### src/hw/rtl/fsmc_pkg.sv
// Shared opcodes, binary64 constants and operand-property type for the FP64 misc unit.
package fsmc_pkg;

   // Operation codes
   localparam logic [3:0] OP_SGNJ  = 4'd0;
   localparam logic [3:0] OP_SGNJN = 4'd1;
   localparam logic [3:0] OP_SGNJX = 4'd2;
   localparam logic [3:0] OP_MIN   = 4'd3;
   localparam logic [3:0] OP_MAX   = 4'd4;
   localparam logic [3:0] OP_EQ    = 4'd5;
   localparam logic [3:0] OP_LT    = 4'd6;
   localparam logic [3:0] OP_LE    = 4'd7;
   localparam logic [3:0] OP_CLASS = 4'd8;

   // binary64 layout
   localparam int unsigned EXP_W  = 11;
   localparam int unsigned FRAC_W = 52;
   localparam int unsigned CLS_W  = 10;
   localparam logic [63:0] CANON_NAN = 64'h7FF8_0000_0000_0000;

   // Class mask bit positions
   localparam logic [3:0] CLS_NEG_INF  = 4'd0;
   localparam logic [3:0] CLS_NEG_NORM = 4'd1;
   localparam logic [3:0] CLS_NEG_SUB  = 4'd2;
   localparam logic [3:0] CLS_NEG_ZERO = 4'd3;
   localparam logic [3:0] CLS_POS_ZERO = 4'd4;
   localparam logic [3:0] CLS_POS_SUB  = 4'd5;
   localparam logic [3:0] CLS_POS_NORM = 4'd6;
   localparam logic [3:0] CLS_POS_INF  = 4'd7;
   localparam logic [3:0] CLS_SNAN     = 4'd8;
   localparam logic [3:0] CLS_QNAN     = 4'd9;

   // Properties of one operand
   typedef struct packed {
      logic             sign;
      logic             nan;
      logic             snan;
      logic             zero;
      logic [CLS_W-1:0] cls;
   } opnd_info_type;

endpackage

### src/hw/rtl/fsmc_opnd_decode.sv
// Decodes one binary64 operand into NaN, zero, sign and class-mask properties.
module fsmc_opnd_decode (
   input  logic [63:0]            operand,
   output fsmc_pkg::opnd_info_type info
);

   logic [fsmc_pkg::EXP_W-1:0]  exp_field;
   logic [fsmc_pkg::FRAC_W-1:0] frac_field;
   logic                        exp_ones;
   logic                        exp_zero;
   logic                        frac_zero;
   logic                        quiet;
   logic                        neg;

   assign exp_field  = operand[62:52];
   assign frac_field = operand[51:0];
   assign exp_ones   = &exp_field;
   assign exp_zero   = ~|exp_field;
   assign frac_zero  = ~|frac_field;
   assign quiet      = operand[51];
   assign neg        = operand[63];

   // Property and class decode
   always_comb begin
      info      = '0;
      info.sign = neg;
      info.nan  = exp_ones & ~frac_zero;
      info.snan = exp_ones & ~frac_zero & ~quiet;
      info.zero = exp_zero & frac_zero;
      if (exp_ones) begin
         if (frac_zero) begin
            info.cls[neg ? fsmc_pkg::CLS_NEG_INF : fsmc_pkg::CLS_POS_INF] = 1'b1;
         end else begin
            info.cls[quiet ? fsmc_pkg::CLS_QNAN : fsmc_pkg::CLS_SNAN] = 1'b1;
         end
      end else if (exp_zero) begin
         if (frac_zero) begin
            info.cls[neg ? fsmc_pkg::CLS_NEG_ZERO : fsmc_pkg::CLS_POS_ZERO] = 1'b1;
         end else begin
            info.cls[neg ? fsmc_pkg::CLS_NEG_SUB : fsmc_pkg::CLS_POS_SUB] = 1'b1;
         end
      end else begin
         info.cls[neg ? fsmc_pkg::CLS_NEG_NORM : fsmc_pkg::CLS_POS_NORM] = 1'b1;
      end
   end

endmodule

### src/hw/rtl/fp64_sign_minmax_compare_class.sv
// Top level of the FP64 sign-injection, min/max, compare and classify unit.
//
//   Channel | Direction | Ports
//   --------+-----------+--------------------------------------------------
//   req     | in        | req_valid, req_ready, req_opcode, req_operand_a/b
//   rsp     | out       | rsp_valid, rsp_ready, rsp_result, rsp_invalid_flag
//
// Three register stages: operand decode plus low-half magnitude compare,
// high-half compare merge, then result select into the output register.
// One request per cycle is sustained while rsp_ready stays high.
// Each stage loads when it is empty or the stage after it moves, so a
// stall on rsp_ready holds every stage in place and bubbles are squeezed.
// Synchronous active-high reset clears only the stage valid bits.
module fp64_sign_minmax_compare_class (
   input  logic        clock,
   input  logic        reset,
   input  logic        req_valid,
   output logic        req_ready,
   input  logic [3:0]  req_opcode,
   input  logic [63:0] req_operand_a,
   input  logic [63:0] req_operand_b,
   output logic        rsp_valid,
   input  logic        rsp_ready,
   output logic [63:0] rsp_result,
   output logic        rsp_invalid_flag
);

   // Stage advance chain
   logic s1_valid_ff, s2_valid_ff, s3_valid_ff;
   logic s1_adv, s2_adv, s3_adv;

   assign s3_adv    = ~s3_valid_ff | rsp_ready;
   assign s2_adv    = ~s2_valid_ff | s3_adv;
   assign s1_adv    = ~s1_valid_ff | s2_adv;
   assign req_ready = s1_adv;

   // Stage 1: decode operands, compare low magnitude half
   fsmc_pkg::opnd_info_type info_a, info_b;

   fsmc_opnd_decode u_dec_a (.operand(req_operand_a), .info(info_a));
   fsmc_opnd_decode u_dec_b (.operand(req_operand_b), .info(info_b));

   logic [3:0]              s1_op_ff;
   logic [63:0]             s1_a_ff, s1_b_ff;
   fsmc_pkg::opnd_info_type s1_ia_ff, s1_ib_ff;
   logic                    s1_lo_lt_ff, s1_lo_eq_ff;

   always_ff @(posedge clock) begin
      if (reset) begin
         s1_valid_ff <= 1'b0;
      end else if (s1_adv) begin
         s1_valid_ff <= req_valid;
      end
      if (s1_adv) begin
         s1_op_ff    <= req_opcode;
         s1_a_ff     <= req_operand_a;
         s1_b_ff     <= req_operand_b;
         s1_ia_ff    <= info_a;
         s1_ib_ff    <= info_b;
         s1_lo_lt_ff <= req_operand_a[31:0] < req_operand_b[31:0];
         s1_lo_eq_ff <= req_operand_a[31:0] == req_operand_b[31:0];
      end
   end

   // Stage 2: merge high half into full magnitude compare (bits 62..0)
   logic                    hi_lt, hi_eq;
   logic [3:0]              s2_op_ff;
   logic [63:0]             s2_a_ff, s2_b_ff;
   fsmc_pkg::opnd_info_type s2_ia_ff, s2_ib_ff;
   logic                    s2_mag_lt_ff, s2_mag_eq_ff;

   assign hi_lt = s1_a_ff[62:32] < s1_b_ff[62:32];
   assign hi_eq = s1_a_ff[62:32] == s1_b_ff[62:32];

   always_ff @(posedge clock) begin
      if (reset) begin
         s2_valid_ff <= 1'b0;
      end else if (s2_adv) begin
         s2_valid_ff <= s1_valid_ff;
      end
      if (s2_adv) begin
         s2_op_ff     <= s1_op_ff;
         s2_a_ff      <= s1_a_ff;
         s2_b_ff      <= s1_b_ff;
         s2_ia_ff     <= s1_ia_ff;
         s2_ib_ff     <= s1_ib_ff;
         s2_mag_lt_ff <= hi_lt | (hi_eq & s1_lo_lt_ff);
         s2_mag_eq_ff <= hi_eq & s1_lo_eq_ff;
      end
   end

   // Stage 3: order relations and result select
   logic        mag_gt, sign_diff;
   logic        a_lt_b, b_lt_a;        // total order, -0 below +0
   logic        both_zero, any_nan, any_snan;
   logic        num_lt, num_eq;
   logic [63:0] result_in;
   logic        invalid_in;
   logic [63:0] s3_result_ff;
   logic        s3_invalid_ff;

   assign mag_gt    = ~s2_mag_lt_ff & ~s2_mag_eq_ff;
   assign sign_diff = s2_ia_ff.sign ^ s2_ib_ff.sign;
   assign a_lt_b    = sign_diff ? s2_ia_ff.sign : (s2_ia_ff.sign ? mag_gt : s2_mag_lt_ff);
   assign b_lt_a    = sign_diff ? s2_ib_ff.sign : (s2_ia_ff.sign ? s2_mag_lt_ff : mag_gt);
   assign both_zero = s2_ia_ff.zero & s2_ib_ff.zero;
   assign any_nan   = s2_ia_ff.nan | s2_ib_ff.nan;
   assign any_snan  = s2_ia_ff.snan | s2_ib_ff.snan;
   assign num_lt    = a_lt_b & ~both_zero;
   assign num_eq    = (~sign_diff & s2_mag_eq_ff) | both_zero;

   always_comb begin
      result_in  = '0;
      invalid_in = 1'b0;
      unique case (s2_op_ff)
         fsmc_pkg::OP_SGNJ: begin
            result_in = {s2_b_ff[63], s2_a_ff[62:0]};
         end
         fsmc_pkg::OP_SGNJN: begin
            result_in = {~s2_b_ff[63], s2_a_ff[62:0]};
         end
         fsmc_pkg::OP_SGNJX: begin
            result_in = {s2_a_ff[63] ^ s2_b_ff[63], s2_a_ff[62:0]};
         end
         fsmc_pkg::OP_MIN, fsmc_pkg::OP_MAX: begin
            invalid_in = any_snan;
            if (s2_ia_ff.nan & s2_ib_ff.nan) begin
               result_in = fsmc_pkg::CANON_NAN;
            end else if (s2_ia_ff.nan) begin
               result_in = s2_b_ff;
            end else if (s2_ib_ff.nan) begin
               result_in = s2_a_ff;
            end else if (s2_op_ff == fsmc_pkg::OP_MIN) begin
               result_in = a_lt_b ? s2_a_ff : s2_b_ff;
            end else begin
               result_in = b_lt_a ? s2_a_ff : s2_b_ff;
            end
         end
         fsmc_pkg::OP_EQ: begin
            invalid_in = any_snan;
            result_in  = {63'd0, ~any_nan & num_eq};
         end
         fsmc_pkg::OP_LT: begin
            invalid_in = any_nan;
            result_in  = {63'd0, ~any_nan & num_lt};
         end
         fsmc_pkg::OP_LE: begin
            invalid_in = any_nan;
            result_in  = {63'd0, ~any_nan & (num_lt | num_eq)};
         end
         fsmc_pkg::OP_CLASS: begin
            result_in = {{(64 - fsmc_pkg::CLS_W){1'b0}}, s2_ia_ff.cls};
         end
         default: begin
            result_in  = '0;
            invalid_in = 1'b0;
         end
      endcase
   end

   always_ff @(posedge clock) begin
      if (reset) begin
         s3_valid_ff <= 1'b0;
      end else if (s3_adv) begin
         s3_valid_ff <= s2_valid_ff;
      end
      if (s3_adv) begin
         s3_result_ff  <= result_in;
         s3_invalid_ff <= invalid_in;
      end
   end

   assign rsp_valid        = s3_valid_ff;
   assign rsp_result       = s3_result_ff;
   assign rsp_invalid_flag = s3_invalid_ff;

endmodule

### config.mk
export PLATFORM = sky130hd
export DESIGN_NAME = fp64_sign_minmax_compare_class
export DESIGN_NICKNAME = d
export VERILOG_FILES = /design/src/hw/rtl/fsmc_pkg.sv /design/src/hw/rtl/fsmc_opnd_decode.sv /design/src/hw/rtl/fp64_sign_minmax_compare_class.sv
export SDC_FILE = /design/constraint.sdc
export NUM_CORES = 1
export LEC_CHECK = 0
export BUFFER_PORTS_ARGS = -buffer_cell sky130_fd_sc_hd__buf_2
export CAP_MARGIN = 20
export CORE_MARGIN = 2
export CORE_UTILIZATION = 35
export CTS_BUF_LIST = sky130_fd_sc_hd__clkbuf_16
export DETAILED_ROUTE_END_ITERATION = 12
export GPL_ROUTABILITY_DRIVEN = 0
export PLACE_DENSITY = 0.52
export SLEW_MARGIN = 40
export SYNTH_ARGS = -nofsm -noshare
export SYNTH_HDL_FRONTEND = slang
export SYNTH_SLANG_ARGS = --single-unit
### constraint.sdc
create_clock -name clock -period 4 [get_ports clock]
set_input_delay 0.2 -clock clock [delete_from_list [all_inputs] [get_ports clock]]
set_output_delay 0.2 -clock clock [all_outputs]
set_load 0.01 [all_outputs]
# == After elaboration in Yosys (flattened, before gate mapping) ==
# Index checks and enable logic that the tools add are counted.
# word_totals
regBits,372
in_bits,136
out_inout_bits,67
wordCells,142
# op_classes
magnitude_cmp,12
eq_ne,10
n_mux,31
n_bitwise,37
reduce_logical,19
# ops
cell,count
one-hot mux 64 bit (8 select lines),1
2-to-1 mux 64 bit,6
OR reduction 52 bit,2
2-to-1 mux 10 bit,4
== test 32 bit,1
less-than comparator 32 bit,1
== test 31 bit,1
less-than comparator 31 bit,1
"less-than comparator 4 x 5 -> 1 bit, second input constant",5
AND reduction 11 bit,2
OR reduction 11 bit,2
demux 1 bit (select 4 bit),5
"greater-or-equal comparator 4 x 1 -> 1 bit, second input constant",5
AND 1 bit,16
"== test 4 x 3 -> 1 bit, second input constant",4
2-to-1 mux 3 bit,4
NOT 1 bit,11
2-to-1 mux 1 bit,10
"== test 4 x 2 -> 1 bit, second input constant",2
OR 1 bit,8
logical AND 1 bit,5
"== test 4 x 1 -> 1 bit, second input constant",1
"== test 4 bit, second input constant",1
logical NOT 1 bit,4
other kinds (5),7

# == Longest topological paths before layout ==
# depth
ltp_word,10
depth_mapped,9
depth_no_buf,8

# == Hierarchy ==
# Synthesis repeated with hierarchy kept, for this count alone.
# unflattened
hier_cells,849
area_unflattened_um2,14485.1
# modules_own_cells
module,n_inst,cells_per_inst,area_per_inst_um2,seq_area_each_um2
fp64_sign_minmax_compare_class,1,763,13894.6,11140.7
fsmc_opnd_decode,2,43,295.3,0.0

# == Worst setup path before layout ==
# OpenSTA, ideal clock, no wires.
# synth_timing
kind,reg-to-reg
from,"register s3_valid_ff, in the netlist rsp_valid"
to,register s1_a_ff[0] (enable)
setup_ns,1.287
arrival_time_ns,3.241
required_ns,2.713
setup_slack_ns,-0.529
path_stages_with_launch,4
n_path_buf,0
period_less_slack_ns,4.529
path_cell_list,dfxtp_1 -> nor2b_1 -> and2_1 -> nand2_1
# synth_via
elab_chain_cells,4
# synth_lines
element,line_no,text
from (decl),fp64_sign_minmax_compare_class.sv:29,"logic s1_valid_ff, s2_valid_ff, s3_valid_ff;"
from (signal assigned),fp64_sign_minmax_compare_class.sv:165,s3_valid_ff <= s2_valid_ff;
NOT 1 bit,fp64_sign_minmax_compare_class.sv:32,assign s3_adv = ~s3_valid_ff | rsp_ready;
OR 1 bit,fp64_sign_minmax_compare_class.sv:32,
OR 1 bit,fp64_sign_minmax_compare_class.sv:33,assign s2_adv = ~s2_valid_ff | s3_adv;
OR 1 bit,fp64_sign_minmax_compare_class.sv:34,assign s1_adv = ~s1_valid_ff | s2_adv;
net req_ready,fp64_sign_minmax_compare_class.sv:18,"output logic req_ready,"
to (signal assigned),fp64_sign_minmax_compare_class.sv:56,s1_a_ff <= req_operand_a;
to (decl),fp64_sign_minmax_compare_class.sv:44,"logic [63:0] s1_a_ff, s1_b_ff;"
# The timed path passes the listed nets, and every way through them passes these cells.
# A chain may end at the register's enable or synchronous reset.

==> impl_metrics.yaml <==
sta:
  final-hold-violation-count: 0
  setup_ws_ns: 0.985
  clock_skew_ns: 0.0134
  post-route-period-util: 0.754
  finalSetupTns_ns: 0
  period_needed_ns: 3.02
  slew_headroom: 0.416
  finalSetupViolCount: 0
  max_freq_mhz: 332
  drv_slew: 0
  grt_setup_unrepaired: "no"
  worst_slew_pin_slew_ns: 0.869
cells_and_area:
  diodes: 0
  area_growth_pct: 30.6
  layout-drive-gt1-share: 0.226
  nNetsFinal: 1454
placement:
  portBuffers: 202
  dpl.hpwl_um: 23800
  pre_cts_ws_ns: 0.940
logic_synthesis:
  synthCells: 876
  syn_area_per_cell_sq_um: 16.5
  synth_area_sq_um: 14400
  ys.flop_type: "edfxtp_1"
  synth_edf_count: 365
  synthTopCellsByArea: "edfxtp_1, ha_1, a22o_1"
  synth_top_area_share: 0.760
  ys_warn_count: 0
  synth_nets: 1077
  synth_top_area_cell: "edfxtp_1"
  seq_area_frac_synth: 0.764
  async_reset_ff_frac: 0
  ys_ff_latch: 368
  ys_types: 47
critical_path:
  slowest_delay_ns: 0.65
  critPathBufInv: 1
  path_max_fanout: 41
  cp_cell_sequence: "inv_1 > ha_1 > nor3b_1 > a21o_1 > a221oi_4 > nor2_2 > a21o_4 > a22o_1"
  worstSetupEndpointType: "register"
  cp.required_ns: 4.39
  critPathLaunchType: "register"
  critPathKind: "reg2reg"
  crit_slowest_cell: "nor2_2"
  crit_family: "compound AO/OA/AOI/OAI gates"
  critPathArrivalTime_ns: 3.40
global_routing:
  track_usage: 0.163
  grt_pass1_vias: 8968
  grt_first_pass_wirelength_um: 51600
  overflow: 0
  antenna_found_initial: 0
  grt_max_degree: 78
drt:
  via_per_inst: 4.85
  drt_wl_total_um: 34700
  met3WireLength_um: 1540
  final_antenna_net_count: 0
  m1WireLength_um: 15000
  met2WireLength_um: 17200
  firstDrtPassIters: 5
  vias: 8814
  wl_per_cell_um: 19.1
  drc_errors: 0
  top_layer: "met4"
  drtIter0Drc: 477
clock_network:
  clock-sinks: 368
  htree_levels: 2
  cts_buffers: 40
  max-clock-path-buffers: 3
  clk_latency_ns: 0.53
  clk_pin_slew_ns: 0.06
  clockRootBuffer: "clkbuf_16"
  cts_tree: "done"
floorplan:
  core_sq_um: 40700
  die_w_um: 207
  core.rowCount: 74
  dieArea_sq_um: 42800
  start_util: 0.354
  io_pins: 203
  die_h_um: 207
power:
  fin_total_pwr_w: 0.00865
  p_leak_nw: 7.77
  power_density_nw_per_um2: 459
  ir_worst_vdd_uv: 296
flow_run:
  drv_cap: 0
worst_hold_path:
  min_path_type: "in2reg"
outcome:
  status: "complete, no violations"
-- layout make-up --
class / count / area (sq um)
fill: 3606 / 21900
sequential: 368 / 11000
multi-input combinational: 418 / 3050
timing repair buffer: 356 / 2600
clock buffer: 41 / 1030
tap: 532 / 666
inverter: 69 / 263
clock inverter: 32 / 201
-- metrics by stage --
step / util / cell area [sq um] / cells / hold slack (ns)
3_5_place_dp: 0.399 / 16300 / 1608 / 0.378
3_3_place_gp: 0.396 / 16100 / 1603 / 0.378
5_1_grt: 0.462 / 18800 / 1816 / 0.350
2_1_floorplan: - / 14400 / 876 / 0.272
4_1_cts: 0.462 / 18800 / 1816 / 0.260
6_report: 0.462 / 18800 / 1816 / 0.284
-- registers in the layout, indices dropped and copies added (netlist names), 3 cells and up --
signal and cells:
s1_op_ff 4, s1_ib_ff 3, s1_b_ff 64, s2_b_ff 64, s2_a_ff 64, s2_op_ff 4, s1_a_ff 64, s1_ia_ff 13
s2_ia_ff 13, s2_ib_ff 3, rsp_result 64
-- layout by cell type, fill, tap and decap left out, drive strengths merged, types with 3 or more instances in the layout --
cell type	instances
o21ai	59
o211ai	4
edfxtp	365
nor2	20
nand2	30
a22oi	10
nand3	13
dfxtp	3
and2	7
nor2b	11
a22o	42
and3	4
buf	221
mux2i	9
nand2b	3
a221oi	3
clkinv	19
a211oi	5
inv	79
a21oi	37
nor4	38
nand4	18
nor3	8
dlygate4sd3	135
a21o	12
ha	65
clkbuf	41
-- cells in the mapped netlist (3+ instances only) --
master	n
clkbuf_1	8
buf_2	9
buf_6	4
and3_1	4
dfxtp_1	3
a21oi_1	36
nand2_1	29
nand2b_1	3
edfxtp_1	365
ha_1	65
a22oi_1	10
inv_1	69
and2_1	7
a21o_1	11
a211oi_1	5
o211ai_1	4
nor4_1	38
nor3_1	8
mux2i_1	9
a22o_1	42
nand3_1	13
nand4_1	18
nor2_1	18
nor2b_1	11
o21ai_0	59
-- power breakdown --
group / internal, W / leakage [nW] / total (W) / switching [W]
sequential: 0.00446 / 4.02 / 0.00454 / 0.0000874
combinational: 0.000313 / 3.10 / 0.000649 / 0.000336
clock: 0.00199 / 0.649 / 0.00345 / 0.00146
total: 0.00676 / 7.77 / 0.00865 / 0.00188
-- layer usage --
metal | up-vias | track usage
met1 | 4315 | 0.210
met4 | 0 | 0.0532
met3 | 59 | 0.0279
met5 | - | 0
li1 | 4207 | -
met2 | 233 | 0.279
-- worst reg2reg max path: stages, from the launching register on --
cell and delay (ns):
edfxtp_1 0.47, inv_1 0.07, ha_1 0.36, nor3b_1 0.21
a21o_1 0.19, a221oi_4 0.09, nor2_2 0.65, a21o_4 0.60
a22o_1 0.25
-- what timing repair did --
item / 4_1_cts / 5_1_grt
hold buffers: 135 / 0
hold endpoints to repair: 135 / 0
setup buffers: 0 / 0
gates resized for setup: 0 / 0
-- cell families (layout without fill, tap and decap cells) --
logic type,after synthesis,after routing,share of synthesized area
compound gates,183,183,0.0850
xor+xnor,1,1,0.000608
fa+ha+maj,65,65,0.0564
buf+inv,90,498,0.0263
flops,368,368,0.764
mux,9,9,0.00625
simple gates,160,160,0.0611
-- final timing paths --
check | start | to | slack [ns] | cells after the start
setup / recovery | s2_a_ff[63] | rsp_result[31] | 0.98 | 8
hold / removal | rsp_ready | s2_valid_ff | 0.28 | 5
setup reg to reg | s2_a_ff[63] | rsp_result[31] | 0.98 | 8
hold reg to reg | s1_b_ff[21] | s2_b_ff[21] | 0.42 | 0
(Power assumes the default switching activity.)
